--- config.mk ---
export PLATFORM = sky130hd
export DESIGN_NAME = x64_prologue_length_decoder_unit_flat
export DESIGN_NICKNAME = d
export VERILOG_FILES = /design/src/rtl/core/x64pld_pkg.sv /design/src/rtl/core/x64pld_byte_if.sv /design/src/rtl/core/x64pld_result_if.sv /design/src/rtl/core/x64pld_decode_core.sv /design/src/rtl/core/x64_prologue_length_decoder_unit.sv /design/src/flat_wrapper.sv
export VERILOG_INCLUDE_DIRS = /design/src /design/src/rtl/core
export SDC_FILE = /design/constraint.sdc
export NUM_CORES = 1
export LEC_CHECK = 0
export ABC_AREA = 1
export BUFFER_PORTS_ARGS = -buffer_cell sky130_fd_sc_hd__clkbuf_2
export CAP_MARGIN = 25
export CORE_UTILIZATION = 40
export DETAILED_ROUTE_END_ITERATION = 16
export SETUP_SLACK_MARGIN = 0.4
export SLEW_MARGIN = 0
export SYNTH_ARGS = -nofsm -noshare
export SYNTH_HDL_FRONTEND = slang
export SYNTH_SLANG_ARGS = --single-unit
--- constraint.sdc ---
create_clock -name i_clk -period 5.95 [get_ports i_clk]
set_clock_uncertainty 0.05 [all_clocks]
set_input_delay 0.2975 -clock i_clk [delete_from_list [all_inputs] [get_ports i_clk]]
set_output_delay 0.2975 -clock i_clk [all_outputs]
set_load 0.01 [all_outputs]
--- src/rtl/core/x64_prologue_length_decoder_unit_macros.svh ---
// Assertion macros for the x64 prologue length decoder.
// Included by the core and top-level RTL files; no other dependencies.
`ifndef X64_PROLOGUE_LENGTH_DECODER_UNIT_MACROS_SVH
`define X64_PROLOGUE_LENGTH_DECODER_UNIT_MACROS_SVH

`ifndef SYNTHESIS
`define X64PLD_ASSERT(lbl, clk, rst_n, prop) \
    lbl: assert property (@(posedge clk) disable iff (!rst_n) (prop)) \
        else $error("x64pld: assertion failed");
`define X64PLD_IMPLY(lbl, clk, rst_n, ante, cons) \
    lbl: assert property (@(posedge clk) disable iff (!rst_n) (ante) |-> (cons)) \
        else $error("x64pld: implication failed");
`else
`define X64PLD_ASSERT(lbl, clk, rst_n, prop)
`define X64PLD_IMPLY(lbl, clk, rst_n, ante, cons)
`endif

`endif

--- src/rtl/core/x64pld_pkg.sv ---
// Shared types and constants for the x64 prologue length decoder.
// No dependencies.
`default_nettype none

package x64pld_pkg;

    localparam logic [6:0] MAX_WINDOW = 7'd64;

    // legacy prefixes
    localparam logic [7:0] PFX_LOCK  = 8'hF0;
    localparam logic [7:0] PFX_REPNE = 8'hF2;
    localparam logic [7:0] PFX_REP   = 8'hF3;
    localparam logic [7:0] PFX_CS    = 8'h2E;
    localparam logic [7:0] PFX_SS    = 8'h36;
    localparam logic [7:0] PFX_DS    = 8'h3E;
    localparam logic [7:0] PFX_ES    = 8'h26;
    localparam logic [7:0] PFX_FS    = 8'h64;
    localparam logic [7:0] PFX_GS    = 8'h65;
    localparam logic [7:0] PFX_OPSZ  = 8'h66;
    localparam logic [7:0] REX_LO    = 8'h40;
    localparam logic [7:0] REX_HI    = 8'h4F;

    // opcodes
    localparam logic [7:0] OP_NOP      = 8'h90;
    localparam logic [7:0] OP_RET      = 8'hC3;
    localparam logic [7:0] OP_INT3     = 8'hCC;
    localparam logic [7:0] OP_LEAVE    = 8'hC9;
    localparam logic [7:0] OP_PUSH_LO  = 8'h50;
    localparam logic [7:0] OP_POP_HI   = 8'h5F;
    localparam logic [7:0] OP_CALL     = 8'hE8;
    localparam logic [7:0] OP_JMP      = 8'hE9;
    localparam logic [7:0] OP_JMP8     = 8'hEB;
    localparam logic [7:0] OP_LOOP_LO  = 8'hE0;
    localparam logic [7:0] OP_JRCXZ    = 8'hE3;
    localparam logic [7:0] OP_JCC_LO   = 8'h70;
    localparam logic [7:0] OP_JCC_HI   = 8'h7F;
    localparam logic [7:0] OP_ESC      = 8'h0F;
    localparam logic [7:0] OP_GRP5     = 8'hFF;
    localparam logic [7:0] OP_MOVI8_LO = 8'hB0;
    localparam logic [7:0] OP_MOVI8_HI = 8'hB7;
    localparam logic [7:0] OP_MOVI_LO  = 8'hB8;
    localparam logic [7:0] OP_MOVI_HI  = 8'hBF;
    localparam logic [7:0] OP_PUSH_I8  = 8'h6A;
    localparam logic [7:0] OP_PUSH_I32 = 8'h68;
    localparam logic [7:0] OP_MOV_RM_I = 8'hC7;
    localparam logic [7:0] OP_ALU_I32  = 8'h81;
    localparam logic [7:0] OP_ALU_I8   = 8'h83;
    localparam logic [7:0] OP_MOV_LO   = 8'h88;
    localparam logic [7:0] OP_MOV_HI   = 8'h8B;
    localparam logic [7:0] OP_LEA      = 8'h8D;

    // ModR/M / SIB fields
    localparam logic [1:0] MOD_MEM = 2'd0;
    localparam logic [1:0] MOD_D8  = 2'd1;
    localparam logic [1:0] MOD_D32 = 2'd2;
    localparam logic [1:0] MOD_REG = 2'd3;
    localparam logic [2:0] RM_SIB  = 3'd4;
    localparam logic [2:0] RM_DISP = 3'd5;

    // config register indexes
    typedef logic [0:0] t_cfg_idx;
    localparam t_cfg_idx CFG_COVER_LEN   = 1'b0;
    localparam t_cfg_idx CFG_SCAN_WINDOW = 1'b1;

    typedef enum logic [1:0] {
        VD_FOUND  = 2'd0,
        VD_UNSAFE = 2'd1,
        VD_WINDOW = 2'd2
    } t_verdict;

    typedef enum logic [2:0] {
        PH_PFX   = 3'd0,
        PH_OPC   = 3'd1,
        PH_MODRM = 3'd2,
        PH_SIB   = 3'd3,
        PH_TAIL  = 3'd4
    } t_phase;

    typedef struct packed {
        logic [6:0] cover_len;
        logic [6:0] scan_window;
    } t_cfg;

    typedef struct packed {
        logic [6:0] len;
        t_verdict   verdict;
    } t_result;

    typedef struct packed {
        logic       active;
        logic [6:0] pos;
        t_phase     phase;
        logic       rex_w;
        logic       opsz;
        logic [1:0] modv;
        logic [3:0] pending;
    } t_dec_state;

    localparam t_dec_state DEC_RESET = '{
        active:  1'b0,
        pos:     7'd0,
        phase:   PH_PFX,
        rex_w:   1'b0,
        opsz:    1'b0,
        modv:    2'd0,
        pending: 4'd0
    };

endpackage

`default_nettype wire

--- src/rtl/core/x64pld_byte_if.sv ---
// Input channel carrying code bytes into the prologue length decoder.
// No dependencies.
`default_nettype none

interface x64pld_byte_if;
    logic       valid;
    logic       ready;
    logic [7:0] code_byte;
    logic       start_scan;

    modport source(output valid, output code_byte, output start_scan, input ready);
    modport sink(input valid, input code_byte, input start_scan, output ready);
endinterface

`default_nettype wire

--- src/rtl/core/x64pld_result_if.sv ---
// Result channel of the prologue length decoder.
// No dependencies.
`default_nettype none

interface x64pld_result_if;
    logic       valid;
    logic       ready;
    logic [6:0] prologue_length;
    logic [1:0] verdict;

    modport source(output valid, output prologue_length, output verdict, input ready);
    modport sink(input valid, input prologue_length, input verdict, output ready);
endinterface

`default_nettype wire

--- src/rtl/core/x64pld_decode_core.sv ---
// Scan state and combinational byte decode of the prologue length decoder.
// Depends on x64pld_pkg and the assertion macro header.
`default_nettype none
`include "x64_prologue_length_decoder_unit_macros.svh"

module x64pld_decode_core (
    input  wire logic              i_clk,
    input  wire logic              i_rst_n,
    input  wire logic              i_step,
    input  wire logic [7:0]        i_byte,
    input  wire logic              i_start,
    input  x64pld_pkg::t_cfg       i_cfg,
    output logic                   o_res_vld,
    output x64pld_pkg::t_result    o_res
);
    import x64pld_pkg::*;

    typedef enum logic [1:0] {
        OPK_FINISH,
        OPK_REFUSE,
        OPK_TAIL,
        OPK_MODRM
    } t_opk;

    typedef struct packed {
        t_opk       kind;
        logic [3:0] cnt;
    } t_opc;

    function automatic logic is_legacy(input logic [7:0] b);
        return b == PFX_LOCK || b == PFX_REPNE || b == PFX_REP || b == PFX_CS ||
               b == PFX_SS || b == PFX_DS || b == PFX_ES || b == PFX_FS ||
               b == PFX_GS || b == PFX_OPSZ;
    endfunction

    function automatic t_opc classify(input logic [7:0] b, input logic rex_w,
                                      input logic [3:0] imm_w);
        t_opc r;
        r.kind = OPK_REFUSE;
        r.cnt  = 4'd0;
        if (b == OP_NOP || b == OP_RET || b == OP_INT3 || b == OP_LEAVE ||
            (b >= OP_PUSH_LO && b <= OP_POP_HI)) begin
            r.kind = OPK_FINISH;
        end else if (b == OP_CALL || b == OP_JMP || b == OP_JMP8 ||
                     (b >= OP_LOOP_LO && b <= OP_JRCXZ) ||
                     (b >= OP_JCC_LO && b <= OP_JCC_HI) || b == OP_ESC || b == OP_GRP5) begin
            r.kind = OPK_REFUSE;
        end else if (b >= OP_MOVI_LO && b <= OP_MOVI_HI) begin
            r.kind = OPK_TAIL;
            r.cnt  = rex_w ? 4'd8 : imm_w;
        end else if ((b >= OP_MOVI8_LO && b <= OP_MOVI8_HI) || b == OP_PUSH_I8) begin
            r.kind = OPK_TAIL;
            r.cnt  = 4'd1;
        end else if (b == OP_PUSH_I32) begin
            r.kind = OPK_TAIL;
            r.cnt  = imm_w;
        end else if (b == OP_MOV_RM_I || b == OP_ALU_I32) begin
            r.kind = OPK_MODRM;
            r.cnt  = imm_w;
        end else if (b == OP_ALU_I8) begin
            r.kind = OPK_MODRM;
            r.cnt  = 4'd1;
        end else if ((b >= OP_MOV_LO && b <= OP_MOV_HI) || b == OP_LEA) begin
            r.kind = OPK_MODRM;
            r.cnt  = 4'd0;
        end
        return r;
    endfunction

    t_dec_state r_st;
    t_dec_state n_st;

    always_comb begin
        t_dec_state s;
        logic [6:0] win;
        logic [6:0] pos;
        logic [3:0] imm_w;
        logic [3:0] t;
        logic [3:0] p;
        logic       act_fin;
        logic       act_tail;
        logic       act_ref;
        t_opc       opc;

        o_res_vld     = 1'b0;
        o_res.len     = 7'd0;
        o_res.verdict = VD_FOUND;
        win = (i_cfg.scan_window < MAX_WINDOW) ? i_cfg.scan_window : MAX_WINDOW;
        s = r_st;
        if (i_start) begin
            s        = DEC_RESET;
            s.active = 1'b1;
        end
        n_st     = s;
        pos      = s.pos + 7'd1;
        imm_w    = (s.opsz && !s.rex_w) ? 4'd2 : 4'd4;
        t        = 4'd0;
        p        = 4'd0;
        act_fin  = 1'b0;
        act_tail = 1'b0;
        act_ref  = 1'b0;
        opc      = classify(i_byte, s.rex_w, imm_w);

        if (i_start && i_cfg.cover_len == 7'd0) begin
            o_res_vld   = 1'b1;
            n_st.active = 1'b0;
        end else if (!s.active) begin
            n_st = s;
        end else if (s.pos >= win) begin
            o_res_vld     = 1'b1;
            o_res.verdict = VD_WINDOW;
            n_st.active   = 1'b0;
        end else begin
            n_st.pos = pos;
            unique case (s.phase)
                PH_PFX, PH_OPC: begin
                    if (s.phase == PH_PFX && is_legacy(i_byte)) begin
                        if (i_byte == PFX_OPSZ) begin
                            n_st.opsz = 1'b1;
                        end
                    end else if (s.phase == PH_PFX && i_byte >= REX_LO && i_byte <= REX_HI) begin
                        n_st.rex_w = i_byte[3];
                        n_st.phase = PH_OPC;
                    end else begin
                        unique case (opc.kind)
                            OPK_FINISH: act_fin = 1'b1;
                            OPK_REFUSE: act_ref = 1'b1;
                            OPK_TAIL: begin
                                act_tail = 1'b1;
                                t        = opc.cnt;
                            end
                            OPK_MODRM: begin
                                n_st.pending = opc.cnt;
                                n_st.phase   = PH_MODRM;
                            end
                            default: act_ref = 1'b1;
                        endcase
                    end
                end
                PH_MODRM: begin
                    n_st.modv = i_byte[7:6];
                    if (i_byte[7:6] == MOD_MEM && i_byte[2:0] == RM_DISP) begin
                        act_ref = 1'b1;
                    end else if (i_byte[7:6] == MOD_REG) begin
                        act_tail = 1'b1;
                        t        = s.pending;
                    end else begin
                        p = s.pending + ((i_byte[7:6] == MOD_D8)  ? 4'd1 :
                                         (i_byte[7:6] == MOD_D32) ? 4'd4 : 4'd0);
                        if (i_byte[2:0] == RM_SIB) begin
                            n_st.pending = p;
                            n_st.phase   = PH_SIB;
                        end else begin
                            act_tail = 1'b1;
                            t        = p;
                        end
                    end
                end
                PH_SIB: begin
                    act_tail = 1'b1;
                    t = s.pending +
                        ((s.modv == MOD_MEM && i_byte[2:0] == RM_DISP) ? 4'd4 : 4'd0);
                end
                PH_TAIL: begin
                    p = (s.pending != 4'd0) ? s.pending - 4'd1 : 4'd0;
                    n_st.pending = p;
                    act_fin      = (p == 4'd0);
                end
                default: act_ref = 1'b1;
            endcase

            if (act_tail) begin
                if (t == 4'd0) begin
                    act_fin = 1'b1;
                end else if ({1'b0, pos} + {4'd0, t} > {1'b0, win}) begin
                    o_res_vld     = 1'b1;
                    o_res.verdict = VD_WINDOW;
                    n_st.active   = 1'b0;
                end else begin
                    n_st.pending = t;
                    n_st.phase   = PH_TAIL;
                end
            end

            if (act_fin) begin
                if (pos >= i_cfg.cover_len) begin
                    o_res_vld   = 1'b1;
                    o_res.len   = pos;
                    n_st.active = 1'b0;
                end else if (pos >= win) begin
                    o_res_vld     = 1'b1;
                    o_res.verdict = VD_WINDOW;
                    n_st.active   = 1'b0;
                end else begin
                    n_st.phase = PH_PFX;
                    n_st.rex_w = 1'b0;
                    n_st.opsz  = 1'b0;
                end
            end

            if (act_ref) begin
                o_res_vld     = 1'b1;
                o_res.verdict = VD_UNSAFE;
                n_st.active   = 1'b0;
            end
        end
    end

    always_ff @(posedge i_clk) begin
        if (!i_rst_n) begin
            r_st <= DEC_RESET;
        end else if (i_step) begin
            r_st <= n_st;
        end
    end

    `X64PLD_ASSERT(a_pos_in_window, i_clk, i_rst_n, r_st.pos <= MAX_WINDOW)
    `X64PLD_IMPLY(a_tail_pending, i_clk, i_rst_n,
        r_st.active && (r_st.phase == PH_TAIL), r_st.pending != 4'd0)
    `X64PLD_IMPLY(a_found_covers, i_clk, i_rst_n,
        o_res_vld && (o_res.verdict == VD_FOUND) && (o_res.len != 7'd0),
        o_res.len >= i_cfg.cover_len)

endmodule

`default_nettype wire

--- src/rtl/core/x64_prologue_length_decoder_unit.sv ---
// Top level of the x64 prologue length decoder: config registers, input
// register and result register around x64pld_decode_core.
// Depends on the core, x64pld_pkg, both interfaces and the macro header.
`default_nettype none
`include "x64_prologue_length_decoder_unit_macros.svh"

// Takes one code byte per cycle and tracks the instructions of a function
// prologue, giving one result per scan: the covered length, a refusal, or
// window exhausted. An accepted byte is held in the input register and
// decoded from there; its result, if any, is registered in the result
// register. Sustained rate is one byte per cycle while the result side
// takes its beats. The rate is set by the combinational decode of one byte
// against the scan state in x64pld_decode_core. A waiting result stalls
// the input once the input register also holds a byte.
// Registers: index 0 cover_len (reset 14), index 1 scan_window (reset 64).
module x64_prologue_length_decoder_unit (
    input  wire logic                 i_clk,
    input  wire logic                 i_rst_n,
    x64pld_byte_if.sink               i_byte,
    x64pld_result_if.source           o_result,
    input  wire logic                 i_cfg_we,
    input  wire x64pld_pkg::t_cfg_idx i_cfg_idx,
    input  wire logic [6:0]           i_cfg_data
);
    import x64pld_pkg::*;

    t_cfg       r_cfg;
    logic       r_in_vld;
    logic [7:0] r_in_byte;
    logic       r_in_start;
    logic       r_out_vld;
    t_result    r_out;

    logic       w_adv;
    logic       w_res_vld;
    t_result    w_res;

    always_ff @(posedge i_clk) begin
        if (!i_rst_n) begin
            r_cfg.cover_len   <= 7'd14;
            r_cfg.scan_window <= 7'd64;
        end else if (i_cfg_we) begin
            unique case (i_cfg_idx)
                CFG_COVER_LEN:   r_cfg.cover_len   <= i_cfg_data;
                CFG_SCAN_WINDOW: r_cfg.scan_window <= i_cfg_data;
                default: ;
            endcase
        end
    end

    // decode step fires when the result register is free or draining
    assign w_adv        = r_in_vld && (!r_out_vld || o_result.ready);
    assign i_byte.ready = !r_in_vld || w_adv;

    always_ff @(posedge i_clk) begin
        if (!i_rst_n) begin
            r_in_vld <= 1'b0;
        end else if (i_byte.ready) begin
            r_in_vld <= i_byte.valid;
        end
    end

    always_ff @(posedge i_clk) begin
        if (i_byte.ready && i_byte.valid) begin
            r_in_byte  <= i_byte.code_byte;
            r_in_start <= i_byte.start_scan;
        end
    end

    x64pld_decode_core u_core (
        .i_clk     (i_clk),
        .i_rst_n   (i_rst_n),
        .i_step    (w_adv),
        .i_byte    (r_in_byte),
        .i_start   (r_in_vld & r_in_start),
        .i_cfg     (r_cfg),
        .o_res_vld (w_res_vld),
        .o_res     (w_res)
    );

    always_ff @(posedge i_clk) begin
        if (!i_rst_n) begin
            r_out_vld <= 1'b0;
        end else if (w_adv) begin
            r_out_vld <= w_res_vld;
        end else if (o_result.ready) begin
            r_out_vld <= 1'b0;
        end
    end

    always_ff @(posedge i_clk) begin
        if (w_adv && w_res_vld) begin
            r_out <= w_res;
        end
    end

    assign o_result.valid           = r_out_vld;
    assign o_result.prologue_length = r_out.len;
    assign o_result.verdict         = r_out.verdict;

    `X64PLD_IMPLY(a_no_overwrite, i_clk, i_rst_n, r_out_vld && !o_result.ready, !w_adv)
    `X64PLD_IMPLY(a_stall_cause, i_clk, i_rst_n, !i_byte.ready, r_in_vld && r_out_vld)
    `X64PLD_IMPLY(a_len_only_found, i_clk, i_rst_n,
        r_out_vld && (r_out.verdict != VD_FOUND), r_out.len == 7'd0)

endmodule

`default_nettype wire
--- src/flat_wrapper.sv ---
// flat-port wrapper written by rule: the top's interface ports become plain ports
module x64_prologue_length_decoder_unit_flat import x64pld_pkg::*;
  (i_clk, i_rst_n, i_cfg_we, i_cfg_idx, i_cfg_data, i_byte_valid, i_byte_code_byte, i_byte_start_scan, i_byte_ready, o_result_valid, o_result_prologue_length, o_result_verdict, o_result_ready);
  x64pld_byte_if i_byte_i ();
  x64pld_result_if o_result_i ();
  input  wire logic i_clk;
  input  wire logic i_rst_n;
  input  wire logic i_cfg_we;
  input  wire x64pld_pkg::t_cfg_idx i_cfg_idx;
  input  wire logic [6:0] i_cfg_data;
  input wire logic [$bits(i_byte_i.valid)-1:0] i_byte_valid;
  input wire logic [$bits(i_byte_i.code_byte)-1:0] i_byte_code_byte;
  input wire logic [$bits(i_byte_i.start_scan)-1:0] i_byte_start_scan;
  output wire logic [$bits(i_byte_i.ready)-1:0] i_byte_ready;
  output wire logic [$bits(o_result_i.valid)-1:0] o_result_valid;
  output wire logic [$bits(o_result_i.prologue_length)-1:0] o_result_prologue_length;
  output wire logic [$bits(o_result_i.verdict)-1:0] o_result_verdict;
  input wire logic [$bits(o_result_i.ready)-1:0] o_result_ready;
  assign i_byte_i.valid = i_byte_valid;
  assign i_byte_i.code_byte = i_byte_code_byte;
  assign i_byte_i.start_scan = i_byte_start_scan;
  assign i_byte_ready = i_byte_i.ready;
  assign o_result_valid = o_result_i.valid;
  assign o_result_prologue_length = o_result_i.prologue_length;
  assign o_result_verdict = o_result_i.verdict;
  assign o_result_i.ready = o_result_ready;
  x64_prologue_length_decoder_unit u_core (.i_clk(i_clk), .i_rst_n(i_rst_n), .i_byte(i_byte_i), .o_result(o_result_i), .i_cfg_we(i_cfg_we), .i_cfg_idx(i_cfg_idx), .i_cfg_data(i_cfg_data));
endmodule
== Yosys cells after proc, flatten, opt, wreduce, memory -nomap -nowiden ==
Index checks and enable logic that the tools add are counted.

* Register bits after elaboration: 53
* Bits in latches: 0
* Memory bits (writable): 0
* Bits in read-only memories: 0
* Input bits: 22
* Output and inout port bits: 11
* Memories kept: 0

* Add/subtract/negate cells: 5
* Multiply operators: 0
* Div/mod/pow operators: 0
* Magnitude comparators: 19
* Eq/ne operators: 37
* Shifts and indexed selects: 0
* Muxes and demuxes: 121
* Bitwise logic cells: 5
* Reductions and logical operators: 59

{| class="wikitable"
|+ Operators by type and width
! operator !! number
|-
| $eq 8x8->1 const B || 15
|-
| $mux 4 || 27
|-
| $mux 1 || 48
|-
| $mux 6 || 8
|-
| $eq 8x7->1 const B || 5
|-
| $mux 19 || 2
|-
| $mux 18 || 2
|-
| $mux 3 || 12
|-
| $eq 8x6->1 const B || 4
|-
| $ge 8x8->1 const B || 4
|-
| $le 8x8->1 const B || 4
|-
| $ge 8x7->1 const B || 3
|-
| $le 8x7->1 const B || 3
|-
| $logic_or 1x1->1 || 24
|-
| $mux 2 || 12
|-
| $pmux 4 s3 || 2
|-
| $ge 7x7->1 || 3
|-
| $logic_and 1x1->1 || 16
|-
| $mux 5 || 3
|-
| $eq 3x3->1 const B || 3
|-
| $add 4x3->4 || 2
|-
| $add 7x4->8 || 1
|-
| $eq 2x2->1 const B || 4
|-
| $eq 8x4->1 const B || 1
|-
| 24 further kinds || 38
|}

== Longest topological paths before layout ==
* Word-level depth: 34
* Gate-level depth with buffers: 32
* Gate-level depth less buffers: 32

== Modules after synthesis ==
Synthesis repeated with hierarchy kept, for this count alone.

* Cell total of the unflattened synthesis: 662
* Area total of the unflattened synthesis: 4448.0 um2

{| class="wikitable"
|+ By module, submodules not included
! module !! instances !! cells an instance !! area each (um2) !! sequential area each (um2)
|-
| x64pld_decode_core || 1 || 554 || 3271.9 || 380.4
|-
| x64_prologue_length_decoder_unit || 1 || 108 || 1176.1 || 860.8
|}

== Worst setup path before layout ==
No wires, ideal clock.

* Path kind: reg2reg
* Start: register u_core.r_in_start
* End: register u_core.r_out, in the netlist u_core.o_result.prologue_length[0], enable pin
* Library setup time: 0.278 ns
* Data arrival time: 3.983 ns
* Required time: 5.622 ns
* Setup slack: 1.639 ns
* Stages on the path, launching flop included: 32
* Buffers on the path: 1
* Period minus slack after synthesis: 4.311 ns
* Cell sequence: edfxtp_1 -> nand2_2 -> buf_6 -> nand2_1 -> inv_1 -> ha_1 -> xnor2_1 -> nand2_1 -> o21ai_0 -> nor2_1 -> a21oi_1 -> o21ai_1 -> ha_1 -> nand2_1 -> nand3b_2 -> nand2_4 -> nand3_1 -> nand2_1 -> xor2_1 -> ha_1 -> nand2_1 -> inv_1 -> o21ai_0 -> a21boi_0 -> o22ai_1 -> nand3_2 -> nand2_1 -> nand3_1 -> nand2_1 -> nand2_1 -> nand2_1 -> inv_1

* Longest elaborated chain between the ends: 33
* Elaborated cells between the ends (all ways): 82

{| class="wikitable"
|+ RTL lines
! item !! line !! text
|-
| from (decl) || x64_prologue_length_decoder_unit.sv:30 || <nowiki>logic r_in_start;</nowiki>
|-
| from (signal assigned) || x64_prologue_length_decoder_unit.sv:66 || <nowiki>r_in_start <= i_byte.start_scan;</nowiki>
|-
| $and 1x1->1 (*) || x64_prologue_length_decoder_unit.sv:75 || <nowiki>.i_start (r_in_vld & r_in_start),</nowiki>
|-
| $mux 19 || x64pld_decode_core.sv:90 || <nowiki>if (i_start) begin</nowiki>
|-
| $logic_not 1->1 || x64pld_decode_core.sv:96 || <nowiki>imm_w = (s.opsz && !s.rex_w) ? 4'd2 : 4'd4;</nowiki>
|-
| $logic_and 1x1->1 || x64pld_decode_core.sv:96 ||
|-
| $mux 3 || x64pld_decode_core.sv:96 ||
|-
| $mux 6 || x64pld_decode_core.sv:57 || <nowiki>end else if (b == OP_MOV_RM_I || b == OP_ALU_I32) begin</nowiki>
|-
| $mux 6 || x64pld_decode_core.sv:54 || <nowiki>end else if (b == OP_PUSH_I32) begin</nowiki>
|-
| $mux 6 || x64pld_decode_core.sv:51 || <nowiki>end else if ((b >= OP_MOVI8_LO && b <= OP_MOVI8_HI) || b == OP_PUSH_I8) begin</nowiki>
|-
| [17 not listed] || -- ||
|-
| $mux 1 || x64pld_decode_core.sv:190 || <nowiki>end else if (pos >= win) begin</nowiki>
|-
| $mux 1 || x64pld_decode_core.sv:186 || <nowiki>if (pos >= i_cfg.cover_len) begin</nowiki>
|-
| $mux 1 || x64pld_decode_core.sv:185 || <nowiki>if (act_fin) begin</nowiki>
|-
| $mux 1 || x64pld_decode_core.sv:201 || <nowiki>if (act_ref) begin</nowiki>
|-
| $mux 1 || x64pld_decode_core.sv:109 || <nowiki>end else if (s.pos >= win) begin</nowiki>
|-
| $mux 1 || x64pld_decode_core.sv:107 || <nowiki>end else if (!s.active) begin</nowiki>
|-
| $mux 1 (*) || x64pld_decode_core.sv:104 || <nowiki>if (i_start && i_cfg.cover_len == 7'd0) begin</nowiki>
|-
| $logic_and 1x1->1 (*) || x64_prologue_length_decoder_unit.sv:92 || <nowiki>if (w_adv && w_res_vld) begin</nowiki>
|-
| to (signal assigned) || x64_prologue_length_decoder_unit.sv:93 || <nowiki>r_out <= w_res;</nowiki>
|-
| to (decl) || x64_prologue_length_decoder_unit.sv:32 || <nowiki>t_result r_out;</nowiki>
|}

Every way passes the cells marked *; elsewhere a longest branch is shown, timed or not. The select of a mux whose other input is x is not followed.
A chain may end at the register's enable or synchronous reset.

== Worst setup path after layout ==
* Start: register u_core.r_in_start
* End: register u_core.r_out, in the netlist u_core.o_result.prologue_length[1], enable pin

The elaborated chain is that of the path after synthesis.

==> flow_metrics.tcl <==
set metrics [dict create \
    detail-route-antenna-nets 0 \
    power.density_nw_per_um2 164.8 \
    initial_core_util_pct 41.85 \
    cpPeakStageDelay_ns 0.43 \
    hpwlAfterDp_um 9496 \
    synth_top_family_by_area "simple AND/OR/NAND/NOR gates" \
    cp_slowest_cell "edfxtp_1" \
    yosysMostFrequentCell "nand2_1" \
    io_pins 33 \
    period_share_pct 86.23 \
    htreeDepth 2 \
    final_util_pct 45.90 \
    grtUsageTotal_pct 21.56 \
    via_count 4384 \
    path_clk_slew_ns 0.10 \
    drv_slew 0 \
    synthSimpleGateAreaFrac_pct 32.01 \
    wire_per_inst_um 14.61 \
    grt_pass1_vias 4025 \
    worstMarginPinSlew_ns 0.8012 \
    synth_flop_cell "dfxtp_1" \
    design_area_sq_um 4823 \
    seq_area_sq_um 1241 \
    multi_input_area_sq_um 2765 \
    vdd_drop_max_uv 97.19 \
    drt_iter0_markers 417 \
    placed_cell_area_sq_um 4698 \
    num_rows 37 \
    syn-cell-area_sq_um 4398 \
    grt_max_degree 23 \
    place_ws_ns 0.7795 \
    port_buffers 32 \
    cap_violations 0 \
    setup_violations 0 \
    setup_ws_ns 0.8196 \
    drive_gt1_share_pct 13.93 \
    netlist_instances 648 \
    synth_area_leader_cell "dfxtp_1" \
    yosysSeqAreaShare_pct 28.22 \
    clock-sinks 53 \
    hold_viol_final 0 \
    insertion_delay_ns 0.31 \
    syn_to_final_growth_pct 9.673 \
    design.core.area_sq_um 10510 \
    worst_hold_slack_ns 0.1029 \
    grt_pass1_wl_um 19580 \
    ys_ff_latch 53 \
    instances_no_fill 818 \
    max_freq_mhz 194.9 \
    place_inst 809 \
    routed_via_density 5.359 \
    synth_xor_area_share_pct 2.333 \
    hold_class "input port to register" \
    synth-async-reset-ratio_pct 0 \
    slew_headroom_pct 46.45 \
    power_mw 0.7949 \
    drc_errors 0 \
    critical_path.most_common_cell "nand2_1" \
    worstPathArrival_ns 5.12 \
    outcome "finished, final reports clean" \
    ys_top_cells_by_count "147 x nand2_1, 81 x inv_1, 69 x nor2_1" \
    die_w_um 106.9 \
    synth_fa_ha_area_share_pct 10.53 \
    p_leak_nw 2.288 \
    cts_resized 0 \
    num-nets-final 740 \
    fin_crit_ns 5.130 \
    clk_path_buf_depth 2 \
    avgSynthCellArea_sq_um 6.787 \
    syn-num-nets 707 \
    antenna_found_initial 0 \
    yosysUniqueCellTypes 48 \
    synth-edff-count 18 \
    setup_tns_ns 0 \
    critPathMaxFanout 11 \
    n_antenna_cell 0 \
    fp.dieH_um 106.9 \
    drt-total-wl_um 11950 \
    cp-end-kind "register" \
    grt.overflow.total 0 \
    dieArea_sq_um 11420 \
    first_pass_iters 5 \
    cts_tree "done" \
    rsz0062_at_grt "false" \
    yosys-top-cells-area "dfxtp_1 16%, nand2_1 13%, edfxtp_1 12%" \
    fill_cells 1082 \
    netlist.area_leader.share_pct 15.93 \
    crit_type "register to register" \
    cts_setup_buffers 0 \
    holdBufCountCts 0 \
    yosysWarnings 0 \
    required_ns 5.94 \
    numCtsBuffers 5 \
    cp-start-kind "register" \
    synth_compound_gate_area_share_pct 17.70 \
    routabilityCongestion 0.9234 \
    synthMuxAreaShare_pct 0 \
    root_buffer "clkbuf_8" \
]
-- critical path: cells and delay by family (launching register included) --
| family | cells | cell delay, ns |
|---|---|---|
| fa+ha+maj | 4 | 1.01 |
| simple gates | 16 | 1.86 |
| xor+xnor | 2 | 0.30 |
| flops | 1 | 0.43 |
| buf+inv | 3 | 0.45 |
| compound gates | 6 | 0.76 |
-- flip-flops by register name, indices dropped and copies added, names as in the netlist --
| name | count |
|---|---|
| u_core.u_core.r_st | 19 |
| u_core.r_in_start | 1 |
| u_core.o_result.valid | 1 |
| u_core.r_cfg | 14 |
| u_core.r_in_byte | 8 |
| u_core.o_result.verdict | 2 |
| u_core.o_result.prologue_length | 7 |
| u_core.r_in_vld | 1 |
-- cells by family (layout without fill, tap and decap cells) --
group,after synthesis,in the layout
AO/OA/AOI/OAI,135,135
XOR/XNOR,10,10
adder cells (fa/ha/maj),37,37
buffers and inverters,105,139
flip-flops,53,53
AND/OR/NAND/NOR,308,308
-- power by group --
group | internal (mW) | total, mW | switching (mW)
combinational | 0.0548 | 0.170 | 0.115
sequential | 0.389 | 0.401 | 0.0119
clock | 0.0969 | 0.224 | 0.127
total | 0.541 | 0.795 | 0.254
-- path summary, 6_finish.rpt --
check	slack [ns]	end	cells after the start	from
worst max register to register	0.82	u_core.o_result.prologue_length[1]	31	u_core.r_in_start
worst min register to register	0.42	u_core.u_core.r_st[4]	2	u_core.u_core.r_st[4]
worst min-delay path	0.10	u_core.r_in_start	1	i_byte_start_scan
worst max-delay path	0.82	u_core.o_result.prologue_length[1]	31	u_core.r_in_start
-- area by class of cell --
type                       instances  area share (%)
timing repair inverter             1          0.1556
sequential                        53           25.73
clock inverter                     2          0.3632
inverter                          96           7.549
multi-input combinational        490           57.33
tap                              136           3.528
clock buffer                       6           1.712
timing repair buffer              34           3.632
-- layout by cell type, fill, tap and decap left out, drive strengths merged, types with 2 or more instances in the layout --
master | synthesis | routed
nand3 | 37 | 37
clkinvlp | 0 | 2
o211ai | 12 | 12
nand2 | 158 | 158
xor2 | 6 | 6
o21bai | 3 | 3
nand4 | 22 | 22
o21a | 2 | 2
o22ai | 2 | 2
nor4 | 2 | 2
o31ai | 2 | 2
buf | 2 | 2
xnor2 | 4 | 4
clkinv | 1 | 2
and3 | 2 | 2
nor2 | 77 | 77
o21ai | 44 | 44
edfxtp | 18 | 18
a21oi | 61 | 61
ha | 37 | 37
or2 | 2 | 2
nor3 | 6 | 6
inv | 95 | 95
a21boi | 2 | 2
a31oi | 2 | 2
clkbuf | 7 | 38
dfxtp | 35 | 35
-- metal layers --
metal	global-route usage, %	wire length (um)	vias to the layer above	part of all wire, %
met2	34.38	5298	160	44
met3	2.188	772	8	6.5
met4	4.795	85	0	0.71
met1	31.28	5793	1983	48
li1	-	-	2233	-
met5	0	0	-	0
No activity file was read; power rests on OpenSTA's default activity.
